`config.mk`:
```
export PLATFORM = sky130hd
export DESIGN_NAME = link_frame_parser_crc16_flat
export DESIGN_NICKNAME = d
export VERILOG_FILES = /design/src/rtl/lfp_pkg.sv /design/src/rtl/lfp_if.sv /design/src/rtl/lfp_parser.sv /design/src/rtl/lfp_rsp_reg.sv /design/src/rtl/link_frame_parser_crc16.sv /design/src/flat_wrapper.sv
export SDC_FILE = /design/constraint.sdc
export NUM_CORES = 1
export LEC_CHECK = 0
export ABC_AREA = 1
export CORE_MARGIN = 2
export CORE_UTILIZATION = 55
export CTS_CLUSTER_DIAMETER = 60
export CTS_CLUSTER_SIZE = 24
export DETAILED_ROUTE_END_ITERATION = 6
export DONT_BUFFER_PORTS = 1
export GPL_TIMING_DRIVEN = 1
export PLACE_DENSITY = 0.69
export SYNTH_ARGS = -nofsm -noshare
export SYNTH_HDL_FRONTEND = slang
export SYNTH_SLANG_ARGS = --single-unit
```
`constraint.sdc`:
```
create_clock -name clock -period 2.6 [get_ports clock]
set_input_delay 0.65 -clock clock [delete_from_list [all_inputs] [get_ports clock]]
set_output_delay 0.65 -clock clock [all_outputs]
set_load 0.02 [all_outputs]
```
`src/rtl/lfp_pkg.sv`:
```
// Shared types, constants and the X.25 CRC step for the link frame parser.
package lfp_pkg;

   localparam logic [7:0]  MARKER_DEFAULT = 8'hFE;
   localparam logic [15:0] CRC_SEED       = 16'hFFFF;

   localparam logic [1:0] STATUS_IDLE    = 2'd0;
   localparam logic [1:0] STATUS_PARSING = 2'd1;
   localparam logic [1:0] STATUS_GOOD    = 2'd2;
   localparam logic [1:0] STATUS_ERROR   = 2'd3;

   typedef struct packed {
      logic [1:0] status;
      logic [7:0] frame_payload_length;
   } result_type;

   function automatic logic [15:0] x25_update(input logic [15:0] crc, input logic [7:0] b);
      logic [7:0] t;
      t = b ^ crc[7:0];
      t = t ^ {t[3:0], 4'b0000};
      return {8'h00, crc[15:8]} ^ {t, 8'h00} ^ {5'b00000, t, 3'b000} ^ {12'h000, t[7:4]};
   endfunction

endpackage

```
`src/rtl/lfp_if.sv`:
```
// Channel interfaces: received bytes, parse results and the marker register write.
interface lfp_req_if;
   logic       valid;
   logic       ready;
   logic [7:0] rx_byte;
   modport source (output valid, output rx_byte, input ready);
   modport sink (input valid, input rx_byte, output ready);
endinterface

interface lfp_rsp_if;
   logic       valid;
   logic       ready;
   logic [1:0] status;
   logic [7:0] frame_payload_length;
   modport source (output valid, output status, output frame_payload_length, input ready);
   modport sink (input valid, input status, input frame_payload_length, output ready);
endinterface

interface lfp_csr_if;
   logic       valid;
   logic       ready;
   logic [7:0] data;
   modport source (output valid, output data, input ready);
   modport sink (input valid, input data, output ready);
endinterface

```
`src/rtl/lfp_parser.sv`:
```
// Frame phase sequencer with running CRC, payload counter and checksum low byte.
module lfp_parser (
   input  logic               clock,
   input  logic               reset,
   input  logic               accept,
   input  logic [7:0]         rx_byte,
   input  logic [7:0]         start_marker,
   output lfp_pkg::result_type result
);

   typedef enum logic [3:0] {
      PH_HUNT = 4'd0,
      PH_LEN  = 4'd1,
      PH_SEQ  = 4'd2,
      PH_SYS  = 4'd3,
      PH_COMP = 4'd4,
      PH_MSG  = 4'd5,
      PH_PAY  = 4'd6,
      PH_CKL  = 4'd7,
      PH_CKH  = 4'd8
   } phase_type;

   phase_type   phase_ff, phase_in;
   logic [15:0] crc_ff, crc_in;
   logic [7:0]  count_ff, count_in;
   logic [7:0]  length_ff, length_in;
   logic [7:0]  cklow_ff, cklow_in;
   logic [15:0] crc_step;
   logic [7:0]  count_inc;
   logic [1:0]  status;

   assign crc_step  = lfp_pkg::x25_update(crc_ff, rx_byte);
   assign count_inc = count_ff + 8'd1;

   always_comb begin
      phase_in  = phase_ff;
      crc_in    = crc_ff;
      count_in  = count_ff;
      length_in = length_ff;
      cklow_in  = cklow_ff;
      status    = lfp_pkg::STATUS_PARSING;
      case (phase_ff)
         PH_LEN: begin
            crc_in    = crc_step;
            length_in = rx_byte;
            phase_in  = PH_SEQ;
         end
         PH_SEQ: begin
            crc_in   = crc_step;
            phase_in = PH_SYS;
         end
         PH_SYS: begin
            crc_in   = crc_step;
            phase_in = PH_COMP;
         end
         PH_COMP: begin
            crc_in   = crc_step;
            phase_in = PH_MSG;
         end
         PH_MSG: begin
            crc_in   = crc_step;
            count_in = 8'd0;
            phase_in = (length_ff == 8'd0) ? PH_CKL : PH_PAY;
         end
         PH_PAY: begin
            crc_in   = crc_step;
            count_in = count_inc;
            if (count_inc >= length_ff) begin
               phase_in = PH_CKL;
            end
         end
         PH_CKL: begin
            cklow_in = rx_byte;
            phase_in = PH_CKH;
         end
         PH_CKH: begin
            status   = ({rx_byte, cklow_ff} == crc_ff) ? lfp_pkg::STATUS_GOOD
                                                       : lfp_pkg::STATUS_ERROR;
            phase_in = PH_HUNT;
         end
         default: begin
            phase_in = PH_HUNT;
            if (rx_byte == start_marker) begin
               crc_in    = lfp_pkg::CRC_SEED;
               length_in = 8'd0;
               phase_in  = PH_LEN;
            end else begin
               status = lfp_pkg::STATUS_IDLE;
            end
         end
      endcase
      result.status               = status;
      result.frame_payload_length = (status == lfp_pkg::STATUS_IDLE) ? 8'd0 : length_in;
   end

   always_ff @(posedge clock) begin
      if (reset) begin
         phase_ff  <= PH_HUNT;
         crc_ff    <= lfp_pkg::CRC_SEED;
         count_ff  <= 8'd0;
         length_ff <= 8'd0;
         cklow_ff  <= 8'd0;
      end else if (accept) begin
         phase_ff  <= phase_in;
         crc_ff    <= crc_in;
         count_ff  <= count_in;
         length_ff <= length_in;
         cklow_ff  <= cklow_in;
      end
   end

endmodule

```
`src/rtl/lfp_rsp_reg.sv`:
```
// Result register that holds one parse result until the sink takes it.
module lfp_rsp_reg (
   input  logic                clock,
   input  logic                reset,
   input  logic                load,
   input  lfp_pkg::result_type result,
   output logic                busy,
   lfp_rsp_if.source           rsp_chan
);

   logic                valid_ff, valid_in;
   lfp_pkg::result_type data_ff;

   assign busy     = valid_ff && !rsp_chan.ready;
   assign valid_in = load || busy;

   always_ff @(posedge clock) begin
      if (reset) begin
         valid_ff <= 1'b0;
      end else begin
         valid_ff <= valid_in;
      end
   end

   always_ff @(posedge clock) begin
      if (load) begin
         data_ff <= result;
      end
   end

   assign rsp_chan.valid                = valid_ff;
   assign rsp_chan.status               = data_ff.status;
   assign rsp_chan.frame_payload_length = data_ff.frame_payload_length;

endmodule

```
`src/rtl/link_frame_parser_crc16.sv`:
```
// Top level of the link frame parser with X.25 CRC-16 check.
// Each received byte is one transaction and yields exactly one result transaction:
// idle, parsing, checksum good or checksum error, with the current frame's payload
// length. The block takes one byte per clock unless stalled; the phase step and the
// bytewise CRC update are combinational; the result shows on the rsp channel the
// cycle after its byte is accepted. A single result register decouples the sides:
// req_chan.ready is low only while a result is held and rsp_chan.ready is low.
// Write start_marker (reset 0xFE) on the csr channel only while the parser is idle.
module link_frame_parser_crc16 (
   input  logic      clock,
   input  logic      reset,
   lfp_req_if.sink   req_chan,
   lfp_rsp_if.source rsp_chan,
   lfp_csr_if.sink   csr_chan
);

   logic                accept;
   logic                busy;
   logic [7:0]          marker_ff;
   lfp_pkg::result_type result;

   assign req_chan.ready = !busy;
   assign accept         = req_chan.valid && !busy;
   assign csr_chan.ready = 1'b1;

   always_ff @(posedge clock) begin
      if (reset) begin
         marker_ff <= lfp_pkg::MARKER_DEFAULT;
      end else if (csr_chan.valid) begin
         marker_ff <= csr_chan.data;
      end
   end

   lfp_parser u_parser (
      .clock        (clock),
      .reset        (reset),
      .accept       (accept),
      .rx_byte      (req_chan.rx_byte),
      .start_marker (marker_ff),
      .result       (result)
   );

   lfp_rsp_reg u_rsp_reg (
      .clock    (clock),
      .reset    (reset),
      .load     (accept),
      .result   (result),
      .busy     (busy),
      .rsp_chan (rsp_chan)
   );

endmodule

```
`src/flat_wrapper.sv`:
```
// flat-port wrapper written by rule: the top's interface ports become plain ports
module link_frame_parser_crc16_flat 
  (clock, reset, req_chan_valid, req_chan_rx_byte, req_chan_ready, rsp_chan_valid, rsp_chan_status, rsp_chan_frame_payload_length, rsp_chan_ready, csr_chan_valid, csr_chan_data, csr_chan_ready);
  lfp_req_if req_chan_i ();
  lfp_rsp_if rsp_chan_i ();
  lfp_csr_if csr_chan_i ();
  input  logic clock;
  input  logic reset;
  input wire logic [$bits(req_chan_i.valid)-1:0] req_chan_valid;
  input wire logic [$bits(req_chan_i.rx_byte)-1:0] req_chan_rx_byte;
  output wire logic [$bits(req_chan_i.ready)-1:0] req_chan_ready;
  output wire logic [$bits(rsp_chan_i.valid)-1:0] rsp_chan_valid;
  output wire logic [$bits(rsp_chan_i.status)-1:0] rsp_chan_status;
  output wire logic [$bits(rsp_chan_i.frame_payload_length)-1:0] rsp_chan_frame_payload_length;
  input wire logic [$bits(rsp_chan_i.ready)-1:0] rsp_chan_ready;
  input wire logic [$bits(csr_chan_i.valid)-1:0] csr_chan_valid;
  input wire logic [$bits(csr_chan_i.data)-1:0] csr_chan_data;
  output wire logic [$bits(csr_chan_i.ready)-1:0] csr_chan_ready;
  assign req_chan_i.valid = req_chan_valid;
  assign req_chan_i.rx_byte = req_chan_rx_byte;
  assign req_chan_ready = req_chan_i.ready;
  assign rsp_chan_valid = rsp_chan_i.valid;
  assign rsp_chan_status = rsp_chan_i.status;
  assign rsp_chan_frame_payload_length = rsp_chan_i.frame_payload_length;
  assign rsp_chan_i.ready = rsp_chan_ready;
  assign csr_chan_i.valid = csr_chan_valid;
  assign csr_chan_i.data = csr_chan_data;
  assign csr_chan_ready = csr_chan_i.ready;
  link_frame_parser_crc16 u_core (.clock(clock), .reset(reset), .req_chan(req_chan_i), .rsp_chan(rsp_chan_i), .csr_chan(csr_chan_i));
endmodule
```
Yosys cells after proc, flatten, opt, wreduce, memory -nomap -nowiden
Cells that the tools add are included.
{"block": "word_totals", "mem_count": 0, "romBits": 0, "inputBits": 21, "mem_bits_rw": 0, "word_cells": 57, "regBits": 63, "latchBits": 0, "out_inout_bits": 13}
{"block": "op_classes", "eq_ne": 11, "n_mul": 0, "div": 0, "shift": 0, "n_reduce_logical": 17, "mux": 12, "bitwise_logic": 6, "n_lt_le_gt_ge": 1, "add_sub_neg": 1}
{"cell": "16-bit one-hot mux with 2 select lines", "n": 1}
{"cell": "4-bit one-hot mux with 8 select lines", "n": 1}
{"cell": "8-bit one-hot mux with 2 select lines", "n": 2}
{"cell": "16-bit == test", "n": 1}
{"cell": "4-bit by 3-bit == test with 1-bit output, second input constant", "n": 4}
{"cell": "16-bit two-way mux", "n": 1}
{"cell": "16-bit by 11-bit XOR with 16-bit output", "n": 1}
{"cell": "16-bit by 4-bit XOR with 16-bit output", "n": 1}
{"cell": "8-bit by 16-bit XOR with 16-bit output", "n": 1}
{"cell": "8-bit XOR", "n": 2}
{"cell": "7-bit OR reduction", "n": 2}
{"cell": "8-bit by 1-bit adder with 8-bit output, second input constant", "n": 1}
{"cell": "4-bit by 2-bit == test with 1-bit output, second input constant", "n": 2}
{"cell": "8-bit == test", "n": 1}
{"cell": "8-bit >= comparator", "n": 1}
{"cell": "8-bit zero test", "n": 1}
{"cell": "8-bit two-way mux", "n": 1}
{"cell": "2-bit AND reduction", "n": 3}
{"cell": "6-bit OR reduction", "n": 1}
{"cell": "4-bit by 1-bit == test with 1-bit output, second input constant", "n": 1}
{"cell": "4-bit == test, second input constant", "n": 1}
{"cell": "1-bit two-way mux", "n": 4}
{"cell": "4-bit two-way mux", "n": 1}
{"cell": "2-bit one-hot mux with 2 select lines", "n": 1}
{"cell": "9 further kinds", "n": 12}

Logic depth before layout (Yosys ltp)
{"block": "depth", "ltp_word": 6, "depth_mapped": 16, "mapped_depth_nobuf": 16}

Cells and area by module
From an unflattened synthesis, not the netlist that was laid out.
{"block": "unflattened", "hier_cells": 551, "hier_area_um2": 3762.4}
{"mod": "lfp_parser", "n_inst": 1, "area_each_um2": 3108.0, "cells_each": 493}
{"mod": "lfp_rsp_reg", "n_inst": 1, "area_each_um2": 346.6, "cells_each": 16}
{"mod": "link_frame_parser_crc16", "n_inst": 1, "area_each_um2": 307.8, "cells_each": 42}

Worst setup path before layout
No wires, ideal clock.
{"block": "synth_timing", "path_type": "input to register", "start": "input port rsp_chan_ready", "end": "register u_core.u_rsp_reg.data_ff, in the netlist u_core.u_rsp_reg.rsp_chan.frame_payload_length[0] (enable)", "setup_slack_ns": 0.515, "setup_ns": 0.378, "arrival_ns": 1.707, "stages": 5, "path_cell_list": "inv_1 -> nand2_1 -> nand2_1 -> inv_1 -> buf_1"}
{"block": "synth_via", "elab_chain_len": 4}
{"element": "from (decl)", "line": "flat_wrapper.sv:15", "source": "input wire logic [$bits(rsp_chan_i.ready)-1:0] rsp_chan_ready;"}
{"element": "1-bit zero test", "line": "lfp_rsp_reg.sv:14", "source": "assign busy = valid_ff && !rsp_chan.ready;"}
{"element": "1-bit logical AND", "line": "lfp_rsp_reg.sv:14"}
{"element": "1-bit zero test"}
{"element": "net req_chan_ready", "line": "flat_wrapper.sv:11", "source": "output wire logic [$bits(req_chan_i.ready)-1:0] req_chan_ready;"}
{"element": "1-bit logical AND", "line": "link_frame_parser_crc16.sv:23", "source": "assign accept = req_chan.valid && !busy;"}
{"element": "net u_core.accept", "line": "link_frame_parser_crc16.sv:17", "source": "logic accept;"}
{"element": "to (signal assigned)", "line": "lfp_rsp_reg.sv:27", "source": "data_ff <= result;"}
{"element": "to (decl)", "line": "lfp_rsp_reg.sv:12", "source": "lfp_pkg::result_type data_ff;"}
The timed path passes the listed nets, and every way through them passes these cells.
A chain may end at the register's enable or synchronous reset.

Final worst setup path
{"block": "layout_timing", "start": "register u_core.u_parser.count_ff[0]", "end": "register u_core.u_parser.phase_ff[1]"}
{"block": "layout_via", "elab_chain_len": 4}
{"element": "from (decl)", "line": "lfp_parser.sv:25", "source": "logic [7:0] count_ff, count_in;"}
{"element": "from (signal assigned)", "line": "lfp_parser.sv:106", "source": "count_ff <= count_in;"}
{"element": "8-bit by 1-bit adder with 8-bit output", "line": "lfp_parser.sv:33", "source": "assign count_inc = count_ff + 8'd1;"}
{"element": "8-bit >= comparator", "line": "lfp_parser.sv:68", "source": "if (count_inc >= length_ff) begin"}
{"element": "2-bit != test (no line)"}
{"element": "2-bit AND reduction (no line)"}
{"element": "to (signal assigned)", "line": "lfp_parser.sv:104", "source": "phase_ff <= phase_in;"}
{"element": "to (decl)", "line": "lfp_parser.sv:23", "source": "phase_type phase_ff, phase_in;"}
Every way passes these cells.

==> metrics <==
status finished, final reports clean; EDFF count, synth 10; port buffer count 0; NetSw 0.832 mW; average footprint of a synthesized cell 6.75 sq um; final WL 9.27 mm; final hold slack 0.382 ns; Layout Utilization 60.2%; die area 7500 sq um; Rel. slew slack 50.5%; Main synth FF type dfxtp_1; Async S/R FF share, synth 0%; pin count of the biggest net entering global routing 23; Post-DP Area 3790 sq um; Final Skew 0.00857 ns; HP Class in -> reg; pre-CTS setup slack 0.371 ns; period utilization 88.1%; Die W 86.6 um; Core ar. 6680 sq um; final setup margin 0.310 ns; Die Y-Extent 86.6 um; RR Endpoint u_core.u_parser.phase_ff[1]; Final ANT Viol Nets 0; pin slew with the least headroom to its limit 0.741 ns; Clock Tree Root clkbuf_8; clock power share 37.5%; met3 Track Usage GR 6.29%; hold_buf cts 0; worst r2r src u_core.u_parser.count_ff[0]; Pwr Density 672 nW/um^2; Synth Instances 556; Syn. warnings 0; synth top area cells dfxtp_1 (28%), nand2_1 (16%), nand3_1 (10%); setup bufs post-CTS 0; area delta synth->final 7.06%; drt wl/cell 14.5 um; post-synthesis net count 586; top-area cell type share of the netlist area 28.3%; f_max 437 MHz; H-tree Lvls 3; initial antenna violation count 0; switching share of total power 30.8%; Hold Crit Endpoint u_core.u_parser.count_ff[6]; drt via density 5.46; Setup-failing EPs final 0; crit start category register; hold path startpoint reset; Yosys top cell by area dfxtp_1; arrival time worst endpoint 2.53 ns; Nets 583; DRC errors left 0; worst IR drop on VDD 0.000411 V; RSZ-0062 raised after global routing false; Finished Cell Area 4020 sq um; met2 usage 37.7%; worst hold path depth 1; Power Internal 1.87 mW; Num CTS Buffers 9; global-route met1 utilization 37.2%; worst setup path class reg -> reg; GRT busiest layer met2; sequential share of power 42.6%; Period minus WS final 2.29 ns; clk slew on worst S/H paths 0.07 ns; Antenna Cells 0; total track usage 25.8%; DR iter-0 viols 252; worst reg2reg setup slack 0.31 ns; r2r worst-path depth 13; TritonCTS Sinks 63; share of layout cells above drive strength 1 7.89%; flip-flop and latch count after synthesis 63; logic gate share of total power 19.9%; Initial DRT Pass Iterations 5; initial cell density of the core 56.2%; Slew Viols, Final 0; sequential share of the synthesized area 36.3%; TritonCTS clock tree done; final hold vios 0; Req. time, crit path 2.84 ns; Yosys cell types 34; setup TNS 0 ns; vias in the first global route 3113; first-pass GRT wire length 15.1 mm; crit-path max FO 5; Placer Congestion 0.949; CTS resizes 0; Post-Synthesis Cell Area 3750 sq um; I/O pin count 34; num rows 30; CTS Buffer Depth 2; via count 3483; top cells by count, synth nand2_1 (158), nand3_1 (77), inv_1 (68); count leader, synth nand2_1; Detail Placement HPWL 6.76 mm; Leak Pwr 2.06 nW; total gr overflow 0; clk_lat worst skew 0.34 ns; maxcap violations 0; Setup crit end kind register
-- cells by family after synthesis --
| group | share of synthesized area [%] |
|---|---|
| buffers and inverters | 10.1 |
| flip-flops | 36.3 |
| AND/OR/NAND/NOR | 37.3 |
| other | 0.0999 |
| AO/OA/AOI/OAI | 6.96 |
| adder cells (fa/ha/maj) | 3.00 |
| XOR/XNOR | 6.30 |
-- metrics by stage --
stage | instances | total power, mW
after global routing | 638 | 2.83
final | 638 | 2.70
after detailed placement | 622 | 1.70
after floorplan | 556 | 1.60
after global placement | 622 | 1.69
after CTS | 638 | 2.71
-- state kept, by name, indices dropped and copies added, names as in the netlist, 2 cells and up --
name and flops:
u_core.marker_ff 8, u_core.u_parser.cklow_ff 8, u_core.u_rsp_reg.rsp_chan.status 2, u_core.u_rsp_reg.rsp_chan.frame_payload_length 8, u_core.u_parser.crc_ff 16, u_core.u_parser.length_ff 8
u_core.u_parser.phase_ff 4, u_core.u_parser.count_ff 8
-- cell usage in the layout, fill, tap and decap left out --
cell | netlist | final
and3_1 | 1 | 1
conb_1 | 1 | 1
clkbuf_8 | 0 | 12
and2_1 | 1 | 1
bufinv_16 | 0 | 2
nor2_2 | 8 | 8
inv_1 | 68 | 68
ha_1 | 9 | 9
or2_2 | 3 | 3
edfxtp_1 | 10 | 10
dfxtp_1 | 53 | 53
xnor2_1 | 18 | 18
clkinv_2 | 0 | 1
clkbuf_1 | 4 | 1
a31oi_1 | 1 | 1
o21ai_0 | 17 | 17
a21oi_1 | 33 | 33
nand3_1 | 77 | 77
nor2_4 | 2 | 2
nand4_1 | 5 | 5
nor2_1 | 41 | 41
o21ai_1 | 1 | 1
buf_4 | 2 | 4
xor2_1 | 9 | 9
nand2_2 | 1 | 1
inv_4 | 1 | 1
nand3_2 | 1 | 1
inv_2 | 5 | 5
nand2_1 | 158 | 158
nand2_8 | 1 | 1
nand3b_1 | 5 | 5
nor3_1 | 5 | 5
nand2_4 | 3 | 3
-- area by class of cell --
type                       count  area [sq um]
sequential                    63          1360
tap                           80           100
clock buffer                  13           169
inverter                      74           280
clock inverter                 3          65.1
multi-input combinational    401          2010
timing repair buffer           4          30.0
fill                         645          2660
-- routing by layer --
metal	vias up	routed length (um)	part of all wire (%)
met5	-	0	0
met4	0	167	1.8
met3	13	646	7.0
met2	112	3940	43
met1	1601	4510	49
li1	1757	-	-
-- power by group through the flow --
stage	Clock (mW)	Combinational, mW	Sequential [mW]
after floorplan	0	0.450	1.15
after global placement	0	0.519	1.17
after detailed placement	0	0.527	1.17
after CTS	1.02	0.533	1.15
after global routing	1.05	0.611	1.16
final	1.01	0.538	1.15
-- worst max path at each step --
stage                                      from                     endpoint  slack, ns  cells past startpoint
floorplan                        rsp_chan_ready                     register       0.51                      5
global placement    u_core.u_parser.count_ff[0]  u_core.u_parser.phase_ff[1]       0.43                     13
detailed placement  u_core.u_parser.count_ff[0]  u_core.u_parser.phase_ff[1]       0.37                     13
CTS                 u_core.u_parser.count_ff[0]  u_core.u_parser.phase_ff[1]       0.34                     13
global route        u_core.u_parser.count_ff[0]  u_core.u_parser.phase_ff[1]       0.18                     13
finish              u_core.u_parser.count_ff[0]  u_core.u_parser.phase_ff[1]       0.31                     13
-- critical path: stages, from the launching register on --
cell and delay [ns]:
dfxtp_1 0.41, ha_1 0.21, nand3_1 0.11, nand3b_1 0.20, xor2_1 0.23, ha_1 0.30, nand2_1 0.08, nand2_1 0.05
a21oi_1 0.15, nand2_1 0.13, nand2_1 0.15, nand2_1 0.07, nand2_1 0.06, nor2_1 0.04
Power figures use the tool's default switching activity.
